<file path="config.mk">
export PLATFORM = sky130hd
export DESIGN_NAME = mptw_ctrl
export DESIGN_NICKNAME = d
export VERILOG_FILES = /design/src/hw/rtl/mptw_pkg.sv /design/src/hw/rtl/mptw_ctrl.sv
export SDC_FILE = /design/constraint.sdc
export NUM_CORES = 1
export LEC_CHECK = 0
export ABC_AREA = 1
export BUFFER_PORTS_ARGS = -buffer_cell sky130_fd_sc_hd__buf_2
export CELL_PAD_IN_SITES_DETAIL_PLACEMENT = 0
export CELL_PAD_IN_SITES_GLOBAL_PLACEMENT = 1
export CORE_UTILIZATION = 27
export CTS_CLUSTER_DIAMETER = 150
export DETAILED_ROUTE_END_ITERATION = 8
export PLACE_DENSITY_LB_ADDON = 0.1
export SLEW_MARGIN = 20
export SYNTH_ARGS = -nofsm -noshare
export SYNTH_HDL_FRONTEND = slang
export SYNTH_SLANG_ARGS = --single-unit
</file>
<file path="constraint.sdc">
create_clock -name aclk -period 1.2 [get_ports aclk]
set_input_delay 0.06 -clock aclk [delete_from_list [all_inputs] [get_ports aclk]]
set_output_delay 0.06 -clock aclk [all_outputs]
set_load 0.05 [all_outputs]
</file>
<file path="src/hw/rtl/mptw_pkg.sv">
// Shared types and constants for the multilevel page table walker.
`default_nettype none

package mptw_pkg;

    // Sizes of the stores and fields
    localparam int MAX_LEVELS      = 4;
    localparam int MAX_INDEX_BITS  = 4;
    localparam int NUM_TABLES      = 64;
    localparam int NUM_PROCESSES   = 16;
    localparam int FRAME_BITS      = 16;

    localparam int TID_W           = 6;
    localparam int PID_W           = 4;
    localparam int PAGE_W          = 16;
    localparam int SLOT_W          = MAX_INDEX_BITS;
    localparam int VALUE_W         = 16;
    localparam int READS_W         = 3;
    localparam int LVL_W           = 2;
    localparam int CFG_W           = 3;
    localparam int CFG_IDX_W       = 1;
    localparam int ENTRY_ADDR_W    = TID_W + SLOT_W;
    localparam int ENTRY_DEPTH     = NUM_TABLES << MAX_INDEX_BITS;

    // Stream word layout, input side (tdata)
    localparam int IN_PID_LSB      = 0;
    localparam int IN_PAGE_LSB     = IN_PID_LSB + PID_W;
    localparam int IN_TID_LSB      = IN_PAGE_LSB + PAGE_W;
    localparam int IN_SLOT_LSB     = IN_TID_LSB + TID_W;
    localparam int IN_PRES_LSB     = IN_SLOT_LSB + SLOT_W;
    localparam int IN_VALUE_LSB    = IN_PRES_LSB + 1;
    localparam int IN_DATA_W       = 48;
    localparam int OUT_DATA_W      = 24;

    // Item kinds
    typedef enum logic [1:0] {
        OP_WRITE = 2'd0,
        OP_ROOT  = 2'd1,
        OP_XLATE = 2'd2,
        OP_NONE  = 2'd3
    } opcode_t;

    // Result codes
    typedef enum logic [1:0] {
        STAT_OK      = 2'd0,
        STAT_NO_ROOT = 2'd1,
        STAT_MISSING = 2'd2,
        STAT_BAD     = 2'd3
    } status_t;

    // Configuration register indexes
    localparam logic [CFG_IDX_W-1:0] CFG_LEVEL_COUNT = 1'b0;
    localparam logic [CFG_IDX_W-1:0] CFG_INDEX_BITS  = 1'b1;

    // Controller to datapath commands
    typedef struct packed {
        logic clear;       // clear one entry of the entry memory
        logic load;        // capture the input word, reset result fields
        logic wr_entry;    // write a table entry
        logic wr_root;     // write a root table slot
        logic no_root;     // flag missing root
        logic walk_start;  // issue first table read
        logic walk_step;   // evaluate read data, maybe issue next read
        logic out_load;    // move result into the output register
    } ctrl_cmd_t;

    // Datapath to controller status
    typedef struct packed {
        logic    clr_done;
        opcode_t opcode;
        logic    root_valid;
        logic    walk_done;
        logic    out_free;
    } dp_stat_t;

endpackage

`default_nettype wire

</file>
<file path="src/hw/rtl/mptw_ctrl.sv">
// Controller state machine for the page table walker.
`default_nettype none

module mptw_ctrl (
    input  wire logic                aclk,
    input  wire logic                aresetn,
    input  wire logic                in_valid,
    output logic                     in_ready,
    input  wire mptw_pkg::dp_stat_t  stat,
    output mptw_pkg::ctrl_cmd_t      cmd
);
    import mptw_pkg::*;

    typedef enum logic [4:0] {
        ST_CLEAR  = 5'b00001,
        ST_IDLE   = 5'b00010,
        ST_DECODE = 5'b00100,
        ST_WALK   = 5'b01000,
        ST_RESULT = 5'b10000
    } state_t;

    state_t state_reg, state_next;

    // State register
    always_ff @(posedge aclk) begin
        if (!aresetn) begin
            state_reg <= ST_CLEAR;
        end else begin
            state_reg <= state_next;
        end
    end

    assign in_ready = (state_reg == ST_IDLE);

    // Next state and commands
    always_comb begin
        state_next = state_reg;
        cmd        = '0;
        unique case (state_reg)
            ST_CLEAR: begin
                cmd.clear = 1'b1;
                if (stat.clr_done) state_next = ST_IDLE;
            end
            ST_IDLE: begin
                if (in_valid) begin
                    cmd.load   = 1'b1;
                    state_next = ST_DECODE;
                end
            end
            ST_DECODE: begin
                state_next = ST_RESULT;
                unique case (stat.opcode)
                    OP_WRITE: cmd.wr_entry = 1'b1;
                    OP_ROOT:  cmd.wr_root  = 1'b1;
                    OP_XLATE: begin
                        if (stat.root_valid) begin
                            cmd.walk_start = 1'b1;
                            state_next     = ST_WALK;
                        end else begin
                            cmd.no_root = 1'b1;
                        end
                    end
                    OP_NONE: ;
                    default: ;
                endcase
            end
            ST_WALK: begin
                cmd.walk_step = 1'b1;
                if (stat.walk_done) state_next = ST_RESULT;
            end
            ST_RESULT: begin
                if (stat.out_free) begin
                    cmd.out_load = 1'b1;
                    state_next   = ST_IDLE;
                end
            end
            default: state_next = ST_CLEAR;
        endcase
    end

endmodule

`default_nettype wire

</file>
==> metrics, run 1 <==
skew final=3.487 ps; final worst-path cycle share=112.4%; post-place setup slack=-18.36 ps; clock buffer depth=2; crit path max fanout=4; Avg Cell Area, Syn=6.215 um^2; cell mode on critical path=nor2_4; FF-to-FF path depth=8; grt total ovfl=0; Max Cap Viol=0; io pins=18; chip height=39.47 um; Core Footprint=1301 um^2; Req. time, crit path=1380 ps; drt total wl=1.268 mm; Placer Congestion=0.7667; CTS tree=yes; CP arrival=1530 ps; max frequency=741.7 MHz; Initial DRC Count=12; Final Core Density=60.19%; die area=1558 um^2; Tot Pwr=1.465 mW; Period minus WS final=1348 ps; violated checks=setup timing; TritonCTS Sinks=5; Yosys cell types=15; area grow syn2layout=106.6%; unrepaired setup endpoints after global routing=yes; Slowest Stage Delay on Critical Path=380 ps; final net count=104; DRT antenna net count=0; vias in the first global route=429; Syn Nets=70; first-pass GRT wire length=1.780 mm; Critical Path Start Type=flop; worst hold margin=29.54 ps; drt pass-1 iters=4; Crit-path slowest cell=dfxtp_2; met2 wire len=654 um; max layer used=met4; max FFs per register=5; CP Cell Sequence=nor2_4 > buf_4 > buf_6 > nand4_1 > nand2_2 > nor2_4 > nand2_1 > a21oi_2; Max IR drop VDD=0.6379 mV; Cell Area, Placed=529.3 um^2; Finished Cell Area=783.3 um^2; Pwr Density=1871 nW/um^2; crit end category=flop; sequential fraction of the synthesis area=26.40%; post-synthesis register bit count=5; setup ws final=-148.2 ps; mean routed wirelength per cell=11.63 um; CTS clk-pin slew, worst paths=50 ps; Synth Instances=61; Post-Synthesis Cell Area=379.1 um^2; slew margin rel.=84.80%; TritonCTS Buffers=3; Critical path buffers and inverters=2; largest net degree at the start of global routing=8; Die W=39.47 um; WL met3=57 um; clk_lat worst skew=250 ps; Setup violations, final=13; YS warnings=0; layout cell share with drive strength beyond 1=65.96%; clk root buf=clkbuf_4; Worst-Margin Slew=227.5 ps; wl on met1=510 um; status=finished with violations; H-tree depth=1; Crit Path Category=flop to flop; DR vias=526; pins over their slew limit=0; Hold WC Path Type=input port to flop; P_leak=0.3701 nW; final hold vios=0; DRC errors left=0; CP Depth=8; Hold Buf Count CTS=0; worst hold path depth=2; Buffers on Ports=17; effective utilization at floorplan=29.13%; num rows=13; cell family with most CP delay=simple AND/OR/NAND/NOR gates; initial antenna violation count=0; vias per inst=4.826; GRT Overall Usage=18.05%; ANT cells=0; HPWL after DPL=763.2 um
layer usage:
metal  vias up  GRT usage [%]
met2        16          27.05
met3         6          6.818
met5         -              0
met1       241          20.20
li1        263              -
met4         0          13.79
per-stage QoR:
stage,TNS (ps),instances
after global placement,0,95
after detailed placement,-18.36,95
final,-1221,109
after CTS,-631.8,102
after global routing,-2065,109
after floorplan,-491.3,61
cell type report:
type | instances | area [um^2]
Fill cell | 131 | 518.0
Inverter | 13 | 51.30
Sequential cell | 5 | 110.1
Tap cell | 15 | 18.77
Timing Repair Buffer | 30 | 254.0
Clock buffer | 4 | 26.28
Multi-Input combinational cell | 42 | 322.8
what timing repair did:
action,4_1_cts,5_1_grt
pin swaps,4,5
resized for setup,29,17
setup endpoints to repair,9,13
buffers inserted,3,7
cloned,0,0
cells by family after synthesis:
kind of cell / Yosys count / synth area share [%]
AO/OA/AOI/OAI: 3 / 3.959
buffers and inverters: 14 / 14.85
flip-flops: 5 / 26.40
AND/OR/NAND/NOR: 39 / 54.79
worst reg2reg max path, cell delays in order, from the launching register on:
cell and delay (ps):
dfxtp_2 380, nor2_4 60, buf_4 130, buf_6 110
nand4_1 100, nand2_2 100, nor2_4 140, nand2_1 100
a21oi_2 140
synthesized netlist by cell type:
| library cell | instances | share of area (%) |
|---|---|---|
| a21oi_1 | 1 | 1.3 |
| buf_4 | 1 | 2.0 |
| dfxtp_1 | 5 | 26 |
| inv_1 | 12 | 12 |
| inv_2 | 1 | 0.99 |
| nand2_1 | 8 | 7.9 |
| nand2_2 | 1 | 1.7 |
| nand3_1 | 4 | 5.3 |
| nand4_1 | 5 | 8.3 |
| nand4_2 | 1 | 3.3 |
| nor2_1 | 8 | 7.9 |
| nor2_2 | 4 | 6.6 |
| nor2_4 | 2 | 5.9 |
| nor3_1 | 6 | 7.9 |
| o21ai_0 | 2 | 2.6 |
worst paths after layout:
check,startpoint,to,slack (ps)
setup / recovery,state_reg[1],state_reg[4],-150
hold / removal,aresetn,state_reg[0],30
setup reg to reg,state_reg[1],state_reg[4],-150
hold reg to reg,state_reg[1],state_reg[1],540
layout by cell type (no fill, tap or decap), types with 2 or more instances in the layout:
master / count
nand2_2: 3
nand3_1: 2
buf_6: 11
buf_2: 8
nor2_4: 7
nand3_4: 2
dfxtp_2: 2
nor2_2: 4
inv_2: 2
nor2_1: 3
nand2_1: 6
nand4_1: 5
inv_1: 10
dfxtp_4: 2
nor3_2: 4
buf_4: 10
clkbuf_4: 3
nor3_1: 2
report_power, final:
| part | internal [mW] | switching [mW] |
|---|---|---|
| Sequential | 0.227 | 0.0599 |
| Clock | 0.126 | 0.0804 |
| Combinational | 0.407 | 0.565 |
(Power assumes the default switching activity.)
==> run 2: changes to the inputs <==
--- a/config.mk
+++ b/config.mk
@@ -5,11 +5,11 @@
 export SDC_FILE = /design/constraint.sdc
 export NUM_CORES = 1
 export LEC_CHECK = 0
-export ABC_AREA = 1
+export ABC_AREA = 0
 export BUFFER_PORTS_ARGS = -buffer_cell sky130_fd_sc_hd__buf_2
 export CELL_PAD_IN_SITES_DETAIL_PLACEMENT = 0
 export CELL_PAD_IN_SITES_GLOBAL_PLACEMENT = 1
-export CORE_UTILIZATION = 27
+export CORE_UTILIZATION = 29
 export CTS_CLUSTER_DIAMETER = 150
 export DETAILED_ROUTE_END_ITERATION = 8
 export PLACE_DENSITY_LB_ADDON = 0.1
==> run 2 against run 1 <==
Effect of this change: the flow still finishes with violations (setup timing); critical path type is now flop to output pin; global-route usage decreased by 0.15 points; non-clock buffer count increased by 2; register-to-register slack worse by 340 ps; setup slack worse by 350 ps.
==> metrics, run 2 <==
die area=1483 um^2; max FFs per register=5; TritonCTS Buffers=3; min-delay src=aresetn; unrepaired setup endpoints after global routing=yes; violated checks=setup timing; prevailing post-synth register cell=dfxtp_1; Initial DRC Count=5; Yosys top cell area share=25.89%; Pwr Density=1327 nW/um^2; CP arrival=1640 ps; crit path max fanout=3; Crit Path Category=flop to output pin; grt total ovfl=0; commonest non-fill, non-tap cell in the layout=buf_4; drt total wl=1.132 mm; final net count=91; Die W=38.51 um; CTS clk-pin slew, worst paths=40 ps; Reg area=108.9 um^2; effective utilization at floorplan=33.01%; sequential fraction of the synthesis area=25.89%; final hold vios=0; GRT Overall Usage=17.90%; DR vias=492; pins over their slew limit=0; worst r2r src=state_reg[1]; largest net degree at the start of global routing=8; Req. time, crit path=1140 ps; DRC errors left=0; Post-Synthesis Cell Area=386.6 um^2; Worst-Margin Slew=238.0 ps; worst hold path depth=2; post-synthesis register bit count=5; Period minus WS final=1696 ps; setup ws final=-496.3 ps; first-pass GRT wire length=1.835 mm; clock buffer depth=2; combinational share of power=62.3%; Buffers on Ports=17; mean routed wirelength per cell=11.92 um; num rows=12; dominant cell type by area after synthesis=dfxtp_1; Hold Buf Count CTS=0; P_leak=0.3626 nW; Core Footprint=1171 um^2; clk root buf=clkbuf_4; CTS tree=yes; Critical Path Start Type=flop; H-tree depth=1; layout cell share with drive strength beyond 1=75.31%; final worst-path cycle share=141.4%; Max IR drop VDD=1.008 mV; chip height=38.51 um; TritonCTS Sinks=5; max frequency=589.5 MHz; FF-to-FF path depth=4; skew final=1.205 ps; io pins=18; FF-to-FF End=state_reg[4]; Setup violations, final=13; sequential power share=19.9%; drt pass-1 iters=4; ANT cells=0; Avg Cell Area, Syn=8.226 um^2; R2R Setup Slk=-490 ps; Yosys cell types=29; Worst Hold End=state_reg[0]; Psw=425.3 uW; most frequent cells in the layout=buf_4, buf_6, buf_2; Placed Instances=87; crit end category=output pin; area grow syn2layout=110.4%; Syn Nets=56; number of enable flip-flop cells after synthesis=0; initial antenna violation count=0; status=finished with violations; Synth area leaders=dfxtp_1, nor3b_1, nand2_1; vias in the first global route=440; final std cells w/o fill=95; area of the multi-input gates=365.4 um^2; Net Sw Frac=39.40%; async set-reset flop share out of synthesis=0%; YS warnings=0; Synth Instances=47; Hold WC Path Type=input port to flop; slew margin rel.=84.14%; Final Core Density=69.44%; Max Cap Viol=0; internal power=654.2 uW; Commonest cells post-synth=dfxtp_1, nand2_1, nor2_1; worst setup path startpoint=state_reg[0]; DRT antenna net count=0; Placer Congestion=0.7858; Clock power frac=17.8%; vias per inst=5.179; clk_lat worst skew=240 ps; Filler Cells Inserted=99
==> run 2: changes by cell type after synthesis, moves of 2 or more <==
cell,previous run,this run
inv_1,12,3
nand4_1,5,0
nor2_2,4,0
nor3_1,6,2
nand2_1,8,5
nand3_1,4,1
nor2_1,8,5
nor3b_1,0,3
nor2_4,2,0
==> run 2: worst max-delay path by stage <==
stage | end | depth (start not counted)
after global routing | cmd[5] | 4
after floorplan | cmd[6] | 3
final | cmd[6] | 5
after CTS | cmd[5] | 4
after global placement | state_reg[4] | 4
after detailed placement | state_reg[4] | 4
==> run 2: critical path, cell delays in order, from the launching register on <==
cell     delay [ps]
dfxtp_2         330
or3_4           390
buf_4           150
nor3b_4         210
and2_4          180
buf_8           130
==> run 2: layout make-up <==
class | count | area share, %
Multi-Input combinational cell | 37 | 44.92
Timing Repair Buffer | 32 | 34.92
Sequential cell | 5 | 13.38
Clock buffer | 4 | 3.231
Tap cell | 14 | 2.154
Inverter | 3 | 1.385
==> run 2: power by group through the flow <==
stage	Sequential, mW	Combinational (mW)	Clock (mW)
5_1_grt	0.214	0.710	0.209
6_report	0.214	0.673	0.192
3_3_place_gp	0.213	0.468	0
3_5_place_dp	0.211	0.468	0
4_1_cts	0.212	0.609	0.198
2_1_floorplan	0.231	0.288	0
==> run 2: routing by layer <==
metal  part of all wire [%]  track usage, %  vias to the layer above
li1                       -               -                      240
met1                     42           20.34                      235
met2                     52           31.67                       17
met3                    5.2           6.977                        0
met4                      0           2.586                        0
met5                      0               0                        -
==> run 2: what timing repair did <==
action / CTS / global route
pin swaps: 11 / 8
resized for setup: 35 / 9
setup buffers: 3 / 2
setup endpoints to repair: 14 / 14
==> run 2: metrics by stage <==
stage / hold WS (ps) / area, um^2 / setup WS (ps) / TNS [ps] / power (mW)
6_report: 28.91 / 813.3 / -496.3 / -4606 / 1.079
5_1_grt: 25.82 / 813.3 / -545.0 / -5383 / 1.133
4_1_cts: 38.72 / 765.7 / -485.6 / -4574 / 1.019
3_5_place_dp: 289.3 / 606.8 / -495.5 / -3850 / 0.6793
3_3_place_gp: 285.7 / 606.8 / -514.4 / -3809 / 0.6820
2_1_floorplan: 138.5 / 440.4 / -499.5 / -3163 / 0.5200
==> run 2: kinds of logic (layout without fill, tap and decap cells) <==
kind of cell              after synthesis  count (layout)  share of synthesized area, %
and+or+nand+nor                        28              28                         47.90
AOI/OAI and AO/OA                       7               7                         13.92
DFF                                     5               5                         25.89
buffers and inverters                   5              39                         7.767
xor gates and xnor gates                2               2                         4.532
==> run 3: changes to the inputs <==
--- a/config.mk
+++ b/config.mk
@@ -9,10 +9,11 @@
 export BUFFER_PORTS_ARGS = -buffer_cell sky130_fd_sc_hd__buf_2
 export CELL_PAD_IN_SITES_DETAIL_PLACEMENT = 0
 export CELL_PAD_IN_SITES_GLOBAL_PLACEMENT = 1
-export CORE_UTILIZATION = 29
+export CORE_UTILIZATION = 27
 export CTS_CLUSTER_DIAMETER = 150
 export DETAILED_ROUTE_END_ITERATION = 8
 export PLACE_DENSITY_LB_ADDON = 0.1
+export RECOVER_POWER = 25
 export SLEW_MARGIN = 20
 export SYNTH_ARGS = -nofsm -noshare
 export SYNTH_HDL_FRONTEND = slang
==> constraint.sdc (replaced) <==
create_clock -name aclk -period 1.5 [get_ports aclk]
set_input_delay 0.075 -clock aclk [delete_from_list [all_inputs] [get_ports aclk]]
set_output_delay 0.075 -clock aclk [all_outputs]
set_load 0.05 [all_outputs]
==> run 3 against run 2 <==
Effect of this change: the flow still finishes with violations (setup timing); setup slack better by 280 ps; register-to-register slack better by 340 ps; critical path type unchanged; routed wire length shrank 1.7%; combinational power fell by 34%; clock skew rose by 7.7 ps; first-iteration DRC count shrank 20%; non-clock buffer count down 2; utilization down 15 points; sequential share of layout area up 0.98 points; largest cell class unchanged; clock power decreased by 15%.
==> metrics, run 3 (synthesized netlist as in run 2, its figures left out) <==
status=finished with violations; violated checks=setup timing; Reg area=103.9 um^2; clock buffer depth=2; FF-to-FF path depth=4; worst hold path depth=3; Buffers on Ports=17; Clock power frac=21.2%; DRT antenna net count=0; crit end category=output pin; drt total wl=1.113 mm; cell mode on critical path=nor3b_4; final net count=89; chip height=39.84 um; Setup violations, final=9; DR vias=456; crit path max fanout=5; Finished Cell Area=723.2 um^2; Crit Path Category=flop to output pin; min-delay src=aresetn; clk root buf=clkbuf_4; DRC errors left=0; Critical Path Start Type=flop; ANT cells=0; HPWL after DPL=816.4 um; Initial DRC Count=4; unrepaired setup endpoints after global routing=yes; setup ws final=-212.8 ps; slew margin rel.=83.36%; Worst Hold End=state_reg[2]; skew final=8.918 ps; first-pass GRT wire length=1.821 mm; Cell Area, Placed=591.8 um^2; TritonCTS Buffers=3; io pins=18; vias per inst=4.851; Max Cap Viol=0; final hold vios=0; Net Sw Frac=39.49%; Hold Buf Count CTS=0; grt total ovfl=0; H-tree depth=1; CP arrival=1640 ps; R2R Setup Slk=-150 ps; die area=1587 um^2; Filler Cells Inserted=131; Tot Pwr=772.2 uW; Placer Congestion=0.7673; pins over their slew limit=0; Max IR drop VDD=0.6327 mV; Slowest Stage Delay on Critical Path=400 ps; drt pass-1 iters=4; setup_tns=-1447 ps; Die W=39.84 um; CTS clk-pin slew, worst paths=50 ps; max frequency=583.8 MHz; CP Cell Sequence=or3_4 > nor3b_4 > nor3b_4 > buf_6; TritonCTS Sinks=5; vias in the first global route=431; Req. time, crit path=1420 ps; area of the multi-input gates=324.1 um^2; P_leak=0.3418 nW; Worst-Margin Slew=249.3 ps; clk_lat worst skew=250 ps; Core Footprint=1318 um^2; sequential power share=21.4%; mean routed wirelength per cell=11.84 um; final worst-path cycle share=114.2%; area grow syn2layout=87.06%; CTS tree=yes; internal power=467.2 uW; Crit-path slowest cell=or3_4; max FFs per register=5; Period minus WS final=1713 ps; FF-to-FF End=state_reg[4]; largest net degree at the start of global routing=8; layout cell share with drive strength beyond 1=63.29%; worst r2r src=state_reg[1]; Final Core Density=54.89%; GRT Overall Usage=18.43%; initial antenna violation count=0; combinational share of power=57.3%; Psw=304.9 uW; most frequent cells in the layout=buf_4, buf_2, nand2_1, clkbuf_4, buf_6; effective utilization at floorplan=29.34%; Hold WC Path Type=input port to flop; Pwr Density=1068 nW/um^2; num rows=13; commonest non-fill, non-tap cell in the layout=buf_4
-- run 3: cell count changes in the layout (fill, tap and decap cells not counted), sizes merged --
| cell | delta |
|---|---|
| buf | -4 |
| clkbuf | +2 |
-- run 3: worst max-delay path by stage --
stage                       startpoint  depth (start not counted)            to
after floorplan           state_reg[4]                          3        cmd[6]
after global placement    state_reg[1]                          4  state_reg[4]
after detailed placement  state_reg[1]                          4  state_reg[4]
after CTS                 state_reg[0]                          4        cmd[5]
after global routing      state_reg[0]                          5        cmd[3]
final                     state_reg[0]                          4        cmd[5]
-- run 3: per-layer routing --
layer	vias to the layer above	track usage, %	part of all wire [%]
met5	-	0	0
met4	0	7.759	0.90
met3	2	6.818	5.2
met2	13	29.51	51
met1	209	21.62	43
li1	232	-	-
-- run 3: area by class of cell --
cell class              count  area share (%)
multi-input cells          37           44.81
repair buffers             30           33.04
flip-flops and latches      5           14.36
clock buffers               4           3.633
well taps                  15           2.595
inverters                   3           1.557
-- run 3: critical path, delay by kind of cell, from the launching register on --
family,cells,cell delay (ps)
and+or+nand+nor,3,900
buffers and inverters,1,180
DFF,1,310
-- run 3: power by group through the flow --
stage / clock (mW) / combinational, mW / sequential [mW]
global placement: 0 / 0.358 / 0.166
global route: 0.175 / 0.479 / 0.169
detailed placement: 0 / 0.352 / 0.166
floorplan: 0 / 0.231 / 0.183
CTS: 0.169 / 0.403 / 0.163
finish: 0.164 / 0.443 / 0.166
-- run 3: per-stage QoR --
step / instances / hold slack [ps] / setup slack [ps]
after floorplan: 47 / 153.5 / -214.5
after global placement: 86 / 335.7 / -167.7
after detailed placement: 86 / 334.2 / -122.4
after CTS: 92 / 67.90 / -222.9
after global routing: 94 / 86.86 / -278.0
final: 94 / 72.71 / -212.8
-- run 3: repair_timing --
item | 4_1_cts | 5_1_grt
endpoints found under the setup margin | 12 | 13
cloned | 0 | 0
pin swaps | 6 | 4
buffers inserted | 2 | 2
resized for setup | 16 | 6
